[config.mk]
export PLATFORM = sky130hd
export DESIGN_NAME = gregorian_date_advance
export DESIGN_NICKNAME = d
export VERILOG_FILES = /design/src/design/gda_pkg.sv /design/src/design/gregorian_date_advance.sv
export SDC_FILE = /design/constraint.sdc
export NUM_CORES = 1
export LEC_CHECK = 0
export BUFFER_PORTS_ARGS = -buffer_cell sky130_fd_sc_hd__buf_2
export CAP_MARGIN = 20
export CELL_PAD_IN_SITES_DETAIL_PLACEMENT = 1
export CELL_PAD_IN_SITES_GLOBAL_PLACEMENT = 2
export CORE_MARGIN = 3
export CORE_UTILIZATION = 43
export DETAILED_ROUTE_END_ITERATION = 10
export GPL_TIMING_DRIVEN = 0
export PLACE_DENSITY = 0.85
export SLEW_MARGIN = 30
export SYNTH_ARGS = -nofsm -noshare
export SYNTH_HDL_FRONTEND = slang
export SYNTH_SLANG_ARGS = --single-unit
[constraint.sdc]
create_clock -name i_clk -period 15.45 [get_ports i_clk]
set_input_delay 3.09 -clock i_clk [delete_from_list [all_inputs] [get_ports i_clk]]
set_output_delay 3.09 -clock i_clk [all_outputs]
set_load 0.03 [all_outputs]
[src/design/gda_pkg.sv]
// Types, field widths and calendar helpers for the Gregorian date advance block.
package gda_pkg;

    localparam int YEAR_W  = 14;
    localparam int MONTH_W = 4;
    localparam int DAY_W   = 5;
    localparam int ADD_W   = 16;
    localparam int REM_W   = 7;

    // Reciprocal of 100 scaled by 2^24, rounded up; exact for years below 65536.
    localparam int RECIP_W     = 18;
    localparam int RECIP_SHIFT = 24;
    localparam logic [RECIP_W-1:0] RECIP_100 = 18'd167773;

    localparam logic [REM_W:0]   CENTURY   = 8'd100;
    localparam logic [REM_W-1:0] LAST_REM  = 7'd99;
    localparam logic [MONTH_W-1:0] JANUARY  = 4'd1;
    localparam logic [MONTH_W-1:0] FEBRUARY = 4'd2;
    localparam logic [MONTH_W-1:0] DECEMBER = 4'd12;
    localparam logic [DAY_W-1:0] FIRST_DAY = 5'd1;
    localparam logic [DAY_W-1:0] LAST_DEC  = 5'd31;

    typedef struct packed {
        logic [YEAR_W-1:0]  start_year;
        logic [MONTH_W-1:0] start_month;
        logic [DAY_W-1:0]   start_day;
        logic [ADD_W-1:0]   days_to_add;
    } t_in_item;

    typedef struct packed {
        logic [YEAR_W-1:0]  end_year;
        logic [MONTH_W-1:0] end_month;
        logic [DAY_W-1:0]   end_day;
        logic               start_valid;
        logic               year_overflow;
    } t_out_item;

    typedef enum logic [5:0] {
        S_IDLE = 6'b000001,
        S_DIV  = 6'b000010,
        S_REM  = 6'b000100,
        S_CHK  = 6'b001000,
        S_STEP = 6'b010000,
        S_DONE = 6'b100000
    } t_state;

    // Days in a month; zero for a month code outside 1..12.
    function automatic logic [DAY_W-1:0] month_len(input logic [MONTH_W-1:0] m,
                                                    input logic leap);
        logic [DAY_W-1:0] len;
        len = '0;
        case (m)
            4'd1, 4'd3, 4'd5, 4'd7, 4'd8, 4'd10, 4'd12: len = 5'd31;
            4'd4, 4'd6, 4'd9, 4'd11:                     len = 5'd30;
            FEBRUARY:                                    len = leap ? 5'd29 : 5'd28;
            default:                                     len = '0;
        endcase
        return len;
    endfunction

endpackage

[src/design/gregorian_date_advance.sv]
// Gregorian date advance: validity check and day-by-day stepping of a date.
//
//   channel   handshake          payload     direction
//   input     start / busy       i_item      in
//   result    o_done strobe      o_result    out
//
// Once an item is accepted, the year is multiplied by a reciprocal of 100, the remainder is
// formed and the start date is checked; then one day is stepped per cycle, and stepping
// stops early once the top year saturates.
// Reset returns the sequencer to idle. The result is shown for one cycle only and the
// receiver cannot stall it; busy stays high until that cycle has passed.
module gregorian_date_advance
    import gda_pkg::*;
#(
    parameter int MAX_YEAR = 9999,
    parameter int ADD_BITS = 16
) (
    input  logic      i_clk,
    input  logic      i_rst_n,
    input  logic      start,
    output logic      busy,
    input  t_in_item  i_item,
    output logic      o_done,
    output t_out_item o_result
);

    localparam int YW = ($clog2(MAX_YEAR + 1) > YEAR_W) ? $clog2(MAX_YEAR + 1) : YEAR_W;
    localparam int CW = (ADD_BITS < ADD_W) ? ADD_BITS : ADD_W;
    localparam int PW = YW + RECIP_W;
    localparam int QW = PW - RECIP_SHIFT;
    localparam logic [YW-1:0] MAX_Y = YW'(MAX_YEAR);

    t_state             r_state, n_state;
    logic [YW-1:0]      r_y, n_y;
    logic [MONTH_W-1:0] r_m, n_m;
    logic [DAY_W-1:0]   r_d, n_d;
    logic [CW-1:0]      r_cnt, n_cnt;
    logic [QW-1:0]      r_quo, n_quo;
    logic [REM_W-1:0]   r_rem, n_rem;
    logic [1:0]         r_q2, n_q2;
    logic               r_valid, n_valid;
    logic               r_ovf, n_ovf;

    logic               leap;
    logic [DAY_W-1:0]   mlen;
    logic               month_ok;
    logic [DAY_W:0]     day_inc;
    logic [PW-1:0]      quo_prod;

    // Year mod 4 equals the remainder mod 4 since 100 is a multiple of 4.
    assign leap     = (r_rem[1:0] == 2'd0) && ((r_rem != '0) || (r_q2 == 2'd0));
    assign mlen     = month_len(r_m, leap);
    assign month_ok = (r_m >= JANUARY) && (r_m <= DECEMBER);
    assign day_inc  = {1'b0, r_d} + (DAY_W+1)'(1);
    assign quo_prod = PW'(r_y) * PW'(RECIP_100);

    always_comb begin
        n_state = r_state;
        n_y     = r_y;
        n_m     = r_m;
        n_d     = r_d;
        n_cnt   = r_cnt;
        n_quo   = r_quo;
        n_rem   = r_rem;
        n_q2    = r_q2;
        n_valid = r_valid;
        n_ovf   = r_ovf;
        unique case (r_state)
            S_IDLE: begin
                if (start) begin
                    n_y     = YW'(i_item.start_year);
                    n_m     = i_item.start_month;
                    n_d     = i_item.start_day;
                    n_cnt   = i_item.days_to_add[CW-1:0];
                    n_ovf   = 1'b0;
                    n_state = S_DIV;
                end
            end
            S_DIV: begin
                n_quo   = quo_prod[PW-1:RECIP_SHIFT];
                n_state = S_REM;
            end
            S_REM: begin
                // The remainder is below 128, so the low bits of the difference are exact.
                n_rem   = r_y[REM_W-1:0] - REM_W'(r_quo * CENTURY);
                n_q2    = r_quo[1:0];
                n_state = S_CHK;
            end
            S_CHK: begin
                n_valid = month_ok && (r_d != '0) && (r_d <= mlen);
                n_state = (r_cnt == '0) ? S_DONE : S_STEP;
            end
            S_STEP: begin
                n_cnt = r_cnt - CW'(1);
                if (month_ok && (day_inc <= {1'b0, mlen})) begin
                    n_d = day_inc[DAY_W-1:0];
                end else if (r_m < DECEMBER) begin
                    n_m = r_m + MONTH_W'(1);
                    n_d = FIRST_DAY;
                end else if (r_y >= MAX_Y) begin
                    n_y   = MAX_Y;
                    n_m   = DECEMBER;
                    n_d   = LAST_DEC;
                    n_ovf = 1'b1;
                end else begin
                    n_y = r_y + YW'(1);
                    n_m = JANUARY;
                    n_d = FIRST_DAY;
                    if (r_rem == LAST_REM) begin
                        n_rem = '0;
                        n_q2  = r_q2 + 2'd1;
                    end else begin
                        n_rem = r_rem + REM_W'(1);
                    end
                end
                if ((r_cnt == CW'(1)) || n_ovf) begin
                    n_state = S_DONE;
                end
            end
            S_DONE: begin
                n_state = S_IDLE;
            end
            default: begin
                n_state = S_IDLE;
            end
        endcase
    end

    always_ff @(posedge i_clk) begin
        if (!i_rst_n) begin
            r_state <= S_IDLE;
        end else begin
            r_state <= n_state;
        end
    end

    always_ff @(posedge i_clk) begin
        r_y     <= n_y;
        r_m     <= n_m;
        r_d     <= n_d;
        r_cnt   <= n_cnt;
        r_quo   <= n_quo;
        r_rem   <= n_rem;
        r_q2    <= n_q2;
        r_valid <= n_valid;
        r_ovf   <= n_ovf;
    end

    assign busy   = (r_state != S_IDLE);
    assign o_done = (r_state == S_DONE);

    always_comb begin
        o_result.end_year      = r_y[YEAR_W-1:0];
        o_result.end_month     = r_m;
        o_result.end_day       = r_d;
        o_result.start_valid   = r_valid;
        o_result.year_overflow = r_ovf;
    end

endmodule

After elaboration in Yosys (flattened, before gate mapping)
Index checks and enable logic that the tools add are counted.
{"block": "totals", "register_bits": 64, "latchBits": 0, "ramBits": 0, "romBits": 0, "inputBits": 42, "out_inout_bits": 27, "word_cells": 113, "mem_count": 0}
{"block": "op_classes", "n_addsub": 7, "mul": 2, "div": 0, "magnitude_cmp": 6, "eq_ne": 27, "n_shift": 0, "mux": 39, "bitwise_logic": 0, "reduce_logical": 22}
{"operator": "$mux 14", "n": 4}
{"operator": "$mul 14x18->32 const B", "n": 1}
{"operator": "$pmux 16 s2", "n": 1}
{"operator": "$pmux 6 s5", "n": 1}
{"operator": "$mux 7", "n": 4}
{"operator": "$pmux 14 s2", "n": 1}
{"operator": "$eq 4x4->1 const B", "n": 5}
{"operator": "$mux 5", "n": 4}
{"operator": "$mux 6", "n": 3}
{"operator": "$eq 16x1->1 const B", "n": 1}
{"operator": "$eq 4x3->1 const B", "n": 4}
{"operator": "$logic_not 16->1", "n": 1}
{"operator": "$mux 16", "n": 1}
{"operator": "$mux 4", "n": 4}
{"operator": "$sub 16x1->16 const B", "n": 1}
{"operator": "$pmux 5 s3", "n": 1}
{"operator": "$add 14x1->14 const B", "n": 1}
{"operator": "$ge 14x14->1 const B", "n": 1}
{"operator": "$pmux 7 s2", "n": 1}
{"operator": "$ne 2x2->1 const B", "n": 6}
{"operator": "$pmux 5 s2", "n": 1}
{"operator": "$eq 4x2->1 const B", "n": 2}
{"operator": "$mul 8x5->5 const B", "n": 1}
{"operator": "$mux 2", "n": 4}
{"operator": "other kinds (35)", "n": 49}

Longest topological paths before layout
Gate-level depths: netlist of the first run.
{"block": "logic_depth", "depth_word": 12, "depth_mapped": 18}

Least setup slack after synthesis of the first run
No wires, ideal clock.
{"block": "synth_timing", "path_kind": "register to register", "from": "register r_y[6]", "to": "register r_quo[3], data pin", "setup_time_ns": 0.158, "t_arrival_ns": 5.337, "required_time_ns": 15.292, "slack_ns": 9.955, "stages_incl_launch_ff": 19, "period_less_slack_ns": 5.495, "path_cell_list": "edfxtp_1 > inv_1 > ha_1 > inv_1 > fa_1 > inv_1 > fa_1 > inv_1 > fa_1 > inv_1 > fa_1 > fa_1 > ha_1 > o21a_1 > nor2_1 > nor4_1 > a211o_1 > or4_1 > o211ai_1"}
{"block": "synth_via", "elab_chain_cells": 1}
{"element": "start: declaration", "line": "gregorian_date_advance.sv:34", "text": "logic [YW-1:0] r_y, n_y;"}
{"element": "start signal: assignment", "line": "gregorian_date_advance.sv:138", "text": "r_y <= n_y;"}
{"element": "$mul 14x18->32", "line": "gregorian_date_advance.sv:55", "text": "assign quo_prod = PW'(r_y) * PW'(RECIP_100);"}
{"element": "net quo_prod[27]", "line": "gregorian_date_advance.sv:48", "text": "logic [PW-1:0] quo_prod;"}
{"element": "end signal: assignment", "line": "gregorian_date_advance.sv:142", "text": "r_quo <= n_quo;"}
{"element": "end: declaration", "line": "gregorian_date_advance.sv:38", "text": "logic [QW-1:0] r_quo, n_quo;"}
The timed path passes the listed nets, and every way through them passes these cells.
A chain may end at the register's enable or synchronous reset.

Worst setup path after layout of the first run
{"block": "layout_timing", "from": "register r_y[4]", "to": "register r_quo[2], data pin"}
The elaborated chain is that of the path after synthesis.

==> flow_results.org, run 1 <==
** Synth
- Dominant cell type by area after synthesis :: fa_1
- Counting every net in the synthesized netlist gives ~1.1k.
- Counting flops with a built-in enable in the synthesized netlist gives 55.
- In the synthesized netlist the async set-or-reset flop fraction comes to 0.
- For this run, the register share of the synthesized area comes to 0.217.
- Total of flip-flops plus latches after synthesis :: 61
- By instance count, the leading cell after synthesis is inv_1.
- After technology mapping, the gate count stands at 830.
- The synthesized netlist contains 65 unique library cells.
- Post-Syn Area :: 8170 um^2
- Count of warnings emitted by yosys :: 0
- Counting instances in the post-synthesis netlist gives the leading cell types as inv_1, ha_1, fa_1.
- In this run the mean area of a mapped cell was 9.84 um^2.
- Of the post-synthesis cell area, the dominant cell type holds 0.211.
- Leading cell types by total area after synthesis :: fa_1, ha_1, edfxtp_1, inv_1, xnor2_1
- Predominant post-synthesis flop cell :: edfxtp_1

** Die
- Top-level port count :: 69
- The core region is 18,300 um^2.
- Chip Height :: 144 um
- The initial utilization of the core area, before any placement, comes to 0.445.
- The floorplan has between 40 and 50 rows.
- The floorplan step defined a die boundary enclosing 20,700 um^2.
- The die is 144 um wide.

** Global route
- Global route total overflow :: 0
- Wire length of the first global-routing pass :: ~36 mm
- The number of antenna violations at the first check in global routing is 0.
- Maximum number of pins on one net before global-route repair :: 23
- Global Route Usage Sum :: 0.224
- Vias in the first global route :: 7,018

** Placement
- Number of buffers inserted by port buffering :: 68
- The congestion estimate from routability-driven global placement came to 0.862.
- HPWL after detailed placement :: around 19 mm

** Worst setup path
- The largest individual stage delay along the critical path comes from the cell edfxtp_1.
- Setup crit start kind :: flip-flop
- Worst endpoint required time :: 15.53 ns
- In this design, the stage delay of the slowest critical-path cell is 0.80 ns.
- CP arrival :: 6.20 ns
- Among the stages of the critical path, the cell type that occurs most often is fa_1.
- The critical path goes through ha_1 > inv_1 > fa_1 > fa_1 > inv_1 > fa_1 > fa_1 > inv_1 > fa_1 > inv_1 > ha_1 > nand4_1 > nor2_1 > o311ai_0 > a21oi_1 > nor2_1 > o311ai_1.
- The worst setup path is of the flip-flop to flip-flop kind.
- Worst Setup End Kind :: flip-flop
- In this design, the largest share of critical-path delay is due to adder cells.
- Count of buffer and inverter cells on the critical path :: 4
- Critical path peak fanout :: 12

** Routing
- Total iterations of the first detailed-routing run :: 4
- After detailed routing, the average wire length per cell comes to around 19 um.
- The first routing iteration left 189 violations.
- The final layout contains routed wiring with a total length of 21.9 mm.
- Vias per inst :: 5.39
- Number of vias in the routed layout :: 6,168
- DRC errors left :: 0
- Remaining number of nets flagged by the antenna check after routing :: 0

** CTS
- Number of post-CTS setup repair buffers :: 0
- Buffers inserted during clock tree synthesis total 9.
- TritonCTS built the clock tree.
- At the later pin of the worst-skew pair, clock insertion delay measures 0.34 ns.
- Post-CTS clock slew at the launch and capture registers of the worst setup and hold paths :: 0.06 ns
- Max Buffers Root-to-Sink :: 2
- After clock tree synthesis, the flow added hold-fix buffers numbering 0.
- In this run, post-CTS repair resized a total of 0 instances.
- Clock tree root driver cell :: clkbuf_16
- CTS saw 61 sinks.
- Number of H-tree branching levels :: 3

** STA
- Measured slew at the worst slew-check pin :: 0.852 ns
- Slew HR :: 0.427
- The number of failing hold endpoints at the final stage came to 0.
- Setup_tns :: 0 ns
- Of the available clock period, the critical path in the final layout requires 0.397.
- Final period demand of the worst path :: slightly above 6 ns
- Unrepaired setup endpoints after global routing :: no
- Setup violations remaining at the end of the flow were counted as 0.
- Timing would allow up to 163 MHz.
- Number of max-slew violations in the final report :: 0
- Across the routed clock network, the largest skew measured is about 0.008 ns.

** Finish
- Of the cells placed in the final design, the portion with a size suffix greater than 1 is 0.122.
- Number of inserted diodes :: 0
- Final design utilization :: 0.497
- Area growth, synth to finish :: 11.5%
- Counting the fill cells in the layout gives ~2.1k.
- Net count of the finished layout :: 1,175

** Power and ir drop
- Leakage power of the design :: 4.40 nW
- Pwr per Cell Area :: 213 nW/um^2
- Across the VDD grid, the largest voltage drop is ~0.39 mV.

** Status
- The run finished with clean final reports.

** Hold path
- The path class of the tightest hold or removal check is flip-flop to flip-flop.

** Job
- Max-cap violations in this run came to 0.
## flip-flops by register name, summed over array words and instances, names as in the netlist
name     flops
r_q2         2
r_quo        5
r_state      6
r_d          5
r_cnt       16
r_valid      1
r_m          4
r_y         14
r_ovf        1
r_rem        7
## per-layer routing
| metal | GRT usage | vias to the layer above | share of wire |
|---|---|---|---|
| li1 | - | 2947 | - |
| met1 | 0.261 | 3092 | 0.40 |
| met2 | 0.432 | 95 | 0.55 |
| met3 | 0.0223 | 34 | 0.022 |
| met4 | 0.0679 | 0 | 0.025 |
| met5 | 0 | - | 0 |
## where the power goes
part           internal, mW  total [mW]  switching [mW]
clock network         0.125       0.202          0.0774
registers             0.211       0.234          0.0233
logic                 0.644        1.50           0.859
total                 0.979        1.94           0.959
## metrics by stage
step                setup WS, ns  cells  power [mW]  hold WS (ns)  instance area, um^2
CTS                         9.27   1144        1.97         0.640                 9100
floorplan                   9.96    830        1.34         0.541                 8170
global placement            9.46   1127        1.67         0.585                 8790
global route                9.06   1144        2.18         0.681                 9100
detailed placement          9.33   1128        1.75         0.626                 8810
finish                      9.32   1144        1.94         0.639                 9100
## logic make-up (layout without fill, tap and decap cells)
| kind of cell | count (synthesis) | in the layout | synth area share |
|---|---|---|---|
| AOI/OAI and AO/OA | 123 | 123 | 0.0981 |
| buffers and inverters | 179 | 264 | 0.0869 |
| DFF | 61 | 61 | 0.217 |
| xor gates and xnor gates | 47 | 47 | 0.0504 |
| adders and majority gates | 223 | 223 | 0.421 |
| and+or+nand+nor | 192 | 192 | 0.121 |
| muxes | 5 | 5 | 0.00613 |
## layout make-up
cell class                 instances  area [um^2]  share of cell area
buffer                            18          105              0.0115
clock inverter                     6         62.6             0.00687
clock buffer                      10          229              0.0252
inverter                         161          604              0.0664
sequential                        61         1770               0.195
multi-input combinational        590         5690               0.625
tap                              229          287              0.0315
timing repair buffer              69          352              0.0386
## cell usage in the layout (no fill, tap or decap), types with 15 or more instances in the layout
cell / instances
edfxtp_1: 55
xnor2_1: 37
nand3_1: 20
a21oi_1: 24
o21ai_0: 34
fa_1: 86
buf_2: 74
inv_1: 161
nand2_1: 53
nor3_1: 15
nor2_1: 46
ha_1: 137
## worst min-delay path, delay by kind of cell (launching register included)
family / cells / cell delay [ns]
compound gates: 1 / 0.06
simple gates: 1 / 0.08
flops: 1 / 0.39
## path summary, 6_finish.rpt
| path | to | startpoint | cells after the start | slack (ns) |
|---|---|---|---|---|
| worst max-delay path | r_quo[2] | r_y[4] | 17 | 9.32 |
| worst min-delay path | r_ovf | r_ovf | 2 | 0.64 |
| worst max register to register | r_quo[2] | r_y[4] | 17 | 9.32 |
| worst min register to register | r_ovf | r_ovf | 2 | 0.64 |
(Power assumes the default switching activity.)
==> run 2: changes to the inputs <==
--- a/config.mk
+++ b/config.mk
@@ -10,10 +10,10 @@
 export CELL_PAD_IN_SITES_DETAIL_PLACEMENT = 1
 export CELL_PAD_IN_SITES_GLOBAL_PLACEMENT = 2
 export CORE_MARGIN = 3
-export CORE_UTILIZATION = 43
+export CORE_UTILIZATION = 36
 export DETAILED_ROUTE_END_ITERATION = 10
 export GPL_TIMING_DRIVEN = 0
-export PLACE_DENSITY = 0.85
+export PLACE_DENSITY = 0.75
 export SLEW_MARGIN = 30
 export SYNTH_ARGS = -nofsm -noshare
 export SYNTH_HDL_FRONTEND = slang
==> constraint.sdc (replaced) <==
create_clock -name i_clk -period 5.5 [get_ports i_clk]
set_input_delay 1.1 -clock i_clk [delete_from_list [all_inputs] [get_ports i_clk]]
set_output_delay 1.1 -clock i_clk [all_outputs]
set_load 0.03 [all_outputs]
==> run 2 against run 1 <==
The run now ends with setup timing left. Hold slack better by 0.011 ns. Via count is 1.2% higher. Die area is 19% higher. Non-clock buffer count is 40 higher. Worst setup slack worse by 9.4 ns. Flip-flop and latch count stayed put. Utilization is 5.7 points lower. Clock skew hardly changed. Clock power grew to 2.9 times the previous value. Combinational power grew to 3.3 times the previous value. Sequential share of layout area is 1.2 points lower. Cell count is 8.0% higher. Critical endpoint is now r_quo[3].
==> flow_results.org, run 2 (synthesis gave the netlist of run 1 again) <==
** CTS
- The number of buffers added to fix hold violations after cts came to 0 (unchanged).
- Number of H-tree branching levels :: 3 (unchanged)
- Clock buffers created by TritonCTS :: 9 (unchanged)
- The clock-pin slew on the worst setup and hold paths is 0.06 ns (about the same).
- Clock tree synthesis selected as its root buffer the cell clkbuf_16.
- The clock network latency to the later pin of the worst-skew pair came to 0.33 ns (about the same).
- TritonCTS built the clock tree.
- The largest buffer count on any clock path was 2 (unchanged).
- Total clock sinks :: 61 (unchanged)

** Job
- Number of max-capacitance violations reported :: 0 (unchanged)

** Routing
- The via-per-instance ratio is 5.05 (-6.3%).
- The first-pass detailed-route iteration total came to 4 (unchanged).
- The per-cell routed wire length came to 18.4 um (-4.0%).
- Number of vias in the routed layout :: 6,243 (+1.2%)
- Remaining number of nets flagged by the antenna check after routing :: 0 (unchanged)
- First-iteration detailed-routing DRC count :: 192 (+1.6%)
- The total routed wirelength came to 22.8 mm (+3.7%).
- DRC errors left :: 0 (unchanged)

** Global route
- Wire length of the first global-routing pass :: 36.7 mm (+1.6%)
- The aggregate global-route resource usage came to 0.193 (-0.0315).
- The number of antenna violations at the first check in global routing is 0 (unchanged).
- Global route total overflow :: 0 (unchanged)
- The maximum number of pins on one net before global-route repair came to 23 (unchanged).
- Vias in the first global route :: 6,823 (-2.8%)

** Placement
- The last weighted congestion value of the routability-driven placer is 0.799 (-7.2%).
- The placement-stage worst setup slack was -0.541 ns (-9.87 ns).
- The post-DP HPWL was 18.3 mm (-1.5%).
- The number of buffer cells added on primary ports came to 68 (unchanged).

** Worst setup path
- Worst endpoint required time :: 5.62 ns (-9.91 ns)
- CP arrival :: 5.69 ns (-0.51 ns)
- The peak per-stage delay on the critical path is 0.57 ns (-0.23 ns).
- The path depth of the worst reg2reg path came to 17 (unchanged).
- Worst Setup End Kind :: flip-flop
- The signal on the critical path passes through fa_1 > buf_4 > buf_4 > ha_1 > fa_1 > fa_1 > inv_1 > fa_1 > inv_1 > ha_1 > ha_1 > a21o_1 > a21oi_1 > o21ai_0 > a211o_1 > or4_1 > o211ai_1.
- Crit Path Class :: flip-flop to flip-flop
- Cell type of the slowest stage on the worst timing path :: fa_1
- Setup crit start kind :: flip-flop
- In this design, the critical path's most frequently occurring cell is fa_1.
- Critical path peak fanout :: 4 (-8)

** Finish
- The fraction of final layout cells with drive strength greater than 1 was 0.192 (+0.0692).
- The number of nets in the finished design came to 1,215 (+3.4%).
- Ranked by flip-flop count, first place goes to r_cnt.
- The count of filler cells inserted in the layout is 2,569 (+24%).
- The number of flip-flops under the largest register name came to 16 (unchanged).
- Leaving out fill and tap cells, the most frequent cells in the layout are inv_1, ha_1, fa_1, buf_2, edfxtp_1.
- Area growth, synth to finish :: 18.6%
- The largest registers in the layout are r_cnt: 16 flops, r_y: 14 flops, r_rem: 7 flops.
- Most frequent standard cell in the layout excluding fill and tap cells :: inv_1

** Power and ir drop
- The leakage power total is 4.61 nW (+4.7%).
- The areal power density over the cells came to 636 nW/um^2 (+200%).
- The largest voltage drop on the vdd net is 0.834 mV (+110%).

** Die
- Initial Util :: 0.371 (-0.0747)
- Area enclosed by the die boundary :: 24,500 um^2 (+19%)
- X dimension of the die :: 157 um (+8.9%)
- Floorplan Core Area :: 22,000 um^2 (+20%)
- Rows :: 54 (+10%)
- The number of top-level design ports was 69 (unchanged).
- The height of the chip is 157 um (+8.9%).

** STA
- Peak clock frequency supported by timing :: 179 MHz (+9.9%)
- The measured slew at the worst slew-check pin is 0.959 ns (+0.107 ns).
- Setup repair after global routing could not meet its margin everywhere.
- Final Hold Viols :: 0 (unchanged)
- Final period demand of the worst path :: 5.58 ns (-0.551 ns)
- Number of max-slew violations in the final report :: 0 (unchanged)
- The post-route fraction of the period consumed by the critical path came to 1.01 (+0.617).
- The worst slew margin relative to its limit is 0.355 (-0.0718).
- PnR worst setup slack :: -0.0761 ns (-9.40 ns)
- The clock skew after layout is 0.00831 ns (+0.000110 ns).
- Hold Worst Slack :: 0.650 ns (+0.0110 ns)
- Total setup violations reported at the end of the flow :: 1 (+1)

** Status
- The final reports fail on setup timing.
- The run finished, with violations left.

** Hold path
- WHS Path Cells :: 2 (unchanged)
- In this run the worst hold path is classified as flip-flop to flip-flop.
-- run 2: changes by cell type in the layout (fill, tap and decap cells not counted), sizes merged --
cell,delta
clkinvlp,-1
clkinv,-1
clkbuf,+2
buf,+40
diode,+1
-- run 2: stage by stage --
step                      instances   util  cell area (um^2)  power, mW  setup TNS (ns)
after global placement         1178  0.402              8860       4.83           -2.92
after detailed placement       1179  0.403              8880       4.90           -2.21
final                          1236  0.440              9690       6.16         -0.0761
after floorplan                 830      -              8170       3.75               0
after global routing           1235  0.440              9690       6.97          -0.705
after CTS                      1226  0.430              9480       5.69         -0.0169
-- run 2: area by class of cell --
cell class,count,area (um^2),area share
repair buffers,109,667,0.0688
clock buffers,12,256,0.0265
flip-flops and latches,61,1770,0.183
multi-input cells,590,5880,0.607
clock inverters,4,55.1,0.00568
diodes,1,2.50,0.000258
plain buffers,18,105,0.0108
well taps,280,350,0.0362
inverters,161,604,0.0624
-- run 2: worst paths after layout --
path                               from  endpoint  slack (ns)
worst max register to register  r_y[13]  r_quo[3]       -0.08
worst min register to register    r_ovf     r_ovf        0.65
worst max-delay path            r_y[13]  r_quo[3]       -0.08
worst min-delay path              r_ovf     r_ovf        0.65
-- run 2: critical path: cells and delay by family, from the launching register on --
family | cells | cell delay [ns]
flops | 1 | 0.51
simple gates | 1 | 0.43
compound gates | 5 | 0.97
fa+ha+maj | 7 | 3.07
buf+inv | 4 | 0.37
-- run 2: timing repair --
| action | in CTS | in global routing |
|---|---|---|
| gates resized for setup | 15 | 25 |
| pin swaps | 16 | 21 |
| hold endpoints to repair | 0 | 0 |
| setup buffers | 32 | 9 |
| setup endpoints to repair | 5 | 5 |
-- run 2: routing by layer --
layer	track usage	up-vias	wire [um]
met5	0	-	0
met4	0.0367	0	249
met3	0.0144	14	490
met2	0.345	78	11700
met1	0.258	3116	10300
li1	-	3035	-
-- run 2: where the power goes --
part           switching, mW  total [mW]  internal, mW
Clock                  0.213       0.591         0.378
Combinational           2.72        4.94          2.22
Sequential            0.0450       0.638         0.593
Total                   2.97        6.16          3.19
==> run 3: changes to the inputs <==
--- a/config.mk
+++ b/config.mk
@@ -9,7 +9,7 @@
 export CAP_MARGIN = 20
 export CELL_PAD_IN_SITES_DETAIL_PLACEMENT = 1
 export CELL_PAD_IN_SITES_GLOBAL_PLACEMENT = 2
-export CORE_MARGIN = 3
+export CORE_MARGIN = 4
 export CORE_UTILIZATION = 36
 export DETAILED_ROUTE_END_ITERATION = 10
 export GPL_TIMING_DRIVEN = 0
==> run 3 against run 2 <==
The flow still finishes with violations (setup timing). Die area grew 2.6%. Via count grew 1.3%. Flip-flop and latch count is the same. First-iteration DRC count grew 27%. Combinational power grew 4.3%. Largest cell class unchanged.
==> flow_results.org, run 3 (synthesis gave the netlist of run 1 again) <==
** Power and ir drop
- The clock power share was 0.096 (about the same).
- The sequential share of power came to 0.100 (-0.003).
- Net switching power :: 3.11 mW (+4.6%)
- The proportion of power drawn by combinational gates was 0.805 (+0.004).
- The areal power density over the cells was 655 nW/um^2 (+3.0%).
- Sw frac :: 0.486 (+0.00400)
- The leakage power total came to 4.63 nW (+0.51%).
- Power Internal :: 3.29 mW (+3.0%)
- The largest voltage drop on the vdd net is 1.07 mV (+28%).

** Finish
- The antenna diode count was 0 (-1).
- Net count of the finished layout :: 1,219 (+0.33%)
- Leaving out fill and tap cells, the most frequent cell in the layout is inv_1.
- Final non-filler cell area :: 9760 um^2 (+0.70%)
- Register with the most flip-flops :: r_cnt
- Registers with the highest flip-flop counts :: r_cnt: 16 flops, r_y: 14 flops, r_rem: 7 flops
- Final Instance Count excl. Fillers :: 1,239 (+0.24%)
- The number of flip-flops under the largest register name was 16 (unchanged).
- In the layout the commonest cells are inv_1, ha_1, fa_1, buf_2, edfxtp_1.
- The fraction of final layout cells with drive strength greater than 1 was 0.200 (+0.00859).
- Relative to the synthesized area, the layout overhead comes to 19.5%.

** Global route
- The aggregate global-route resource usage came to 0.193 (+0.000813).
- Initial antenna violation count :: 0 (unchanged)
- Global route total overflow :: 0 (unchanged)
- The layer flagged by global routing as most heavily used is met2.
- Wire length of the first global-routing pass :: 37.5 mm (+2.0%)
- The via count of the first global-routing pass came to 6,725 (-1.4%).
- The met2 demand-to-capacity share in global routing was 0.339 (-0.00628).
- The global-route met1 utilization was 0.263 (+0.00504).
- GRT met3 Usage :: 0.0152 (+0.000841)
- Maximum number of pins on one net before global-route repair :: 23 (unchanged)

** Placement
- The instance area at placement was 8880 um^2 (unchanged).
- The last weighted congestion value of the routability-driven placer is 0.813 (+1.8%).
- The number of buffer cells added on primary ports came to 68 (unchanged).
- The post-DP HPWL came to 18.6 mm (+1.6%).
- Worst slack at placement :: -0.648 ns (-0.107 ns)
- # placed instances :: 1,179 (unchanged)

** STA
- The measured slew at the worst slew-check pin is 0.881 ns (-0.0781 ns).
- Worst clock skew :: 0.00987 ns (+0.00156 ns)
- The post-layout worst setup margin is -0.0316 ns (+0.0445 ns).
- Total setup violations reported at the end of the flow :: 2 (+1)
- Ratio of final minimum period to clock period :: 1.01 (-0.00809)
- Unrepaired setup endpoints after global routing :: yes
- The max-slew violation total from the final report is 0 (unchanged).
- Hold Worst Slack :: 0.605 ns (-0.0453 ns)
- The timing-limited maximum frequency was 181 MHz (+0.80%).
- The number of failing hold endpoints at the final stage is 0 (unchanged).
- The final critical delay including setup and external delays came to 5.53 ns (-0.0445 ns).
- Slew HR :: 0.407 (+0.0525)

** Die
- The row count came to 54 (unchanged).
- The initial core utilization is 0.370 (-0.00113).
- The number of top-level design ports was 69 (unchanged).
- The die extent in x came to 159 um (+1.3%).
- The die area was 25,200 um^2 (+2.6%).
- Chip Height :: 159 um (+1.3%)
- Floorplan Core Area :: 22,100 um^2 (+0.31%)

** CTS
- The number of sinks handled by clock tree synthesis came to 61 (unchanged).
- Clock tree from TritonCTS :: yes
- Number of H-tree branching levels :: 3 (unchanged)
- Post-CTS Hold Buffers :: 0 (unchanged)
- Max Buffers Root-to-Sink :: 2 (unchanged)
- The tree is rooted in a clkbuf_16.
- The clock network latency to the later pin of the worst-skew pair came to 0.34 ns (about the same).
- The clock-pin slew on the worst setup and hold paths is 0.06 ns (about the same).
- The number of clock buffers inserted by TritonCTS came to 9 (unchanged).

** Worst setup path
- The biggest fanout along the worst timing path was 3 (-1).
- Setup crit start kind :: flip-flop
- The worst setup path is captured at a flip-flop.
- CP arrival :: 5.66 ns (-0.03 ns)
- The critical path data required time came to 5.63 ns (about the same).
- Crit Path Class :: flip-flop to flip-flop

** Hold path
- Class of the most critical hold timing path :: flip-flop to flip-flop

** Routing
- The initial detailed-routing violation count was 244 (+27%).
- DRC errors left :: 0 (unchanged)
- Number of vias in the routed layout :: 6,322 (+1.3%)
- Sum of routed wire length over all layers :: 23.6 mm (+3.5%)
- The via-per-instance ratio came to 5.10 (+1.0%).
- The number of nets still failing antenna checks after routing came to 0 (unchanged).
- The first-pass detailed-route iteration total came to 5 (+1).
- The per-cell routed wire length came to 19.0 um (+3.2%).

** Status
- The run finished, with violations left.
- Violated checks :: setup timing

** Job
- The max-cap check violation count was 0 (unchanged).
## run 3: cell types whose count changed in the layout (fill, tap and decap cells not counted), moves of 2 or more
cell      before  now
fa_2           3    5
fa_1          83   81
a211oi_1       3    1
clkbuf_8       2    0
a211oi_2       0    2
buf_4         40   43
## run 3: power by group through the flow
stage	logic, mW	registers [mW]	clock network [mW]
final	5.15	0.637	0.613
after global routing	5.91	0.643	0.639
after CTS	4.72	0.639	0.621
after detailed placement	4.27	0.671	0
after global placement	4.19	0.672	0
after floorplan	3.09	0.668	0
## run 3: area by class of cell
type                            count  area, um^2
Timing Repair Buffer              113         701
Clock inverter                      6        67.6
Sequential cell                    61        1770
Fill cell                        2523       12300
Clock buffer                       10         250
Multi-Input combinational cell    590        5910
Buffer                             18         105
Tap cell                          280         350
Inverter                          161         604
## run 3: layer usage
metal  share of wire  vias up
li1                -     3046
met1            0.47     3167
met2            0.49       92
met3           0.026       17
met4           0.012        0
met5               0        -
## run 3: final timing paths
path | from | end | slack, ns | cells past startpoint
setup / recovery | r_y[11] | r_quo[2] | -0.03 | 15
hold / removal | r_q2[0] | r_q2[0] | 0.60 | 1
setup reg to reg | r_y[11] | r_quo[2] | -0.03 | 15
hold reg to reg | r_q2[0] | r_q2[0] | 0.60 | 1
## run 3: timing repair
item | 4_1_cts | 5_1_grt
buffers inserted | 37 | 7
cloned | 0 | 0
hold endpoints to repair | 0 | 0
endpoints found under the setup margin | 5 | 5
resized for setup | 27 | 19
pin swaps | 22 | 16
## run 3: through the flow
step,setup TNS (ns),util,total power [mW]
after floorplan,0,-,3.75
after global placement,-2.47,0.401,4.87
after detailed placement,-2.42,0.402,4.94
after CTS,-0.0123,0.434,5.98
after global routing,-0.501,0.442,7.19
final,-0.0592,0.442,6.40
## run 3: worst max-delay path: stages (launching register included)
cell and delay, ns:
edfxtp_1 0.46, fa_1 0.63, inv_2 0.07, fa_1 0.52, inv_2 0.05, fa_1 0.50
fa_1 0.43, fa_1 0.57, fa_1 0.46, ha_2 0.21, a211o_1 0.31, a21oi_2 0.12
nor4_2 0.06, a211o_1 0.27, or4_4 0.56, o311ai_4 0.12
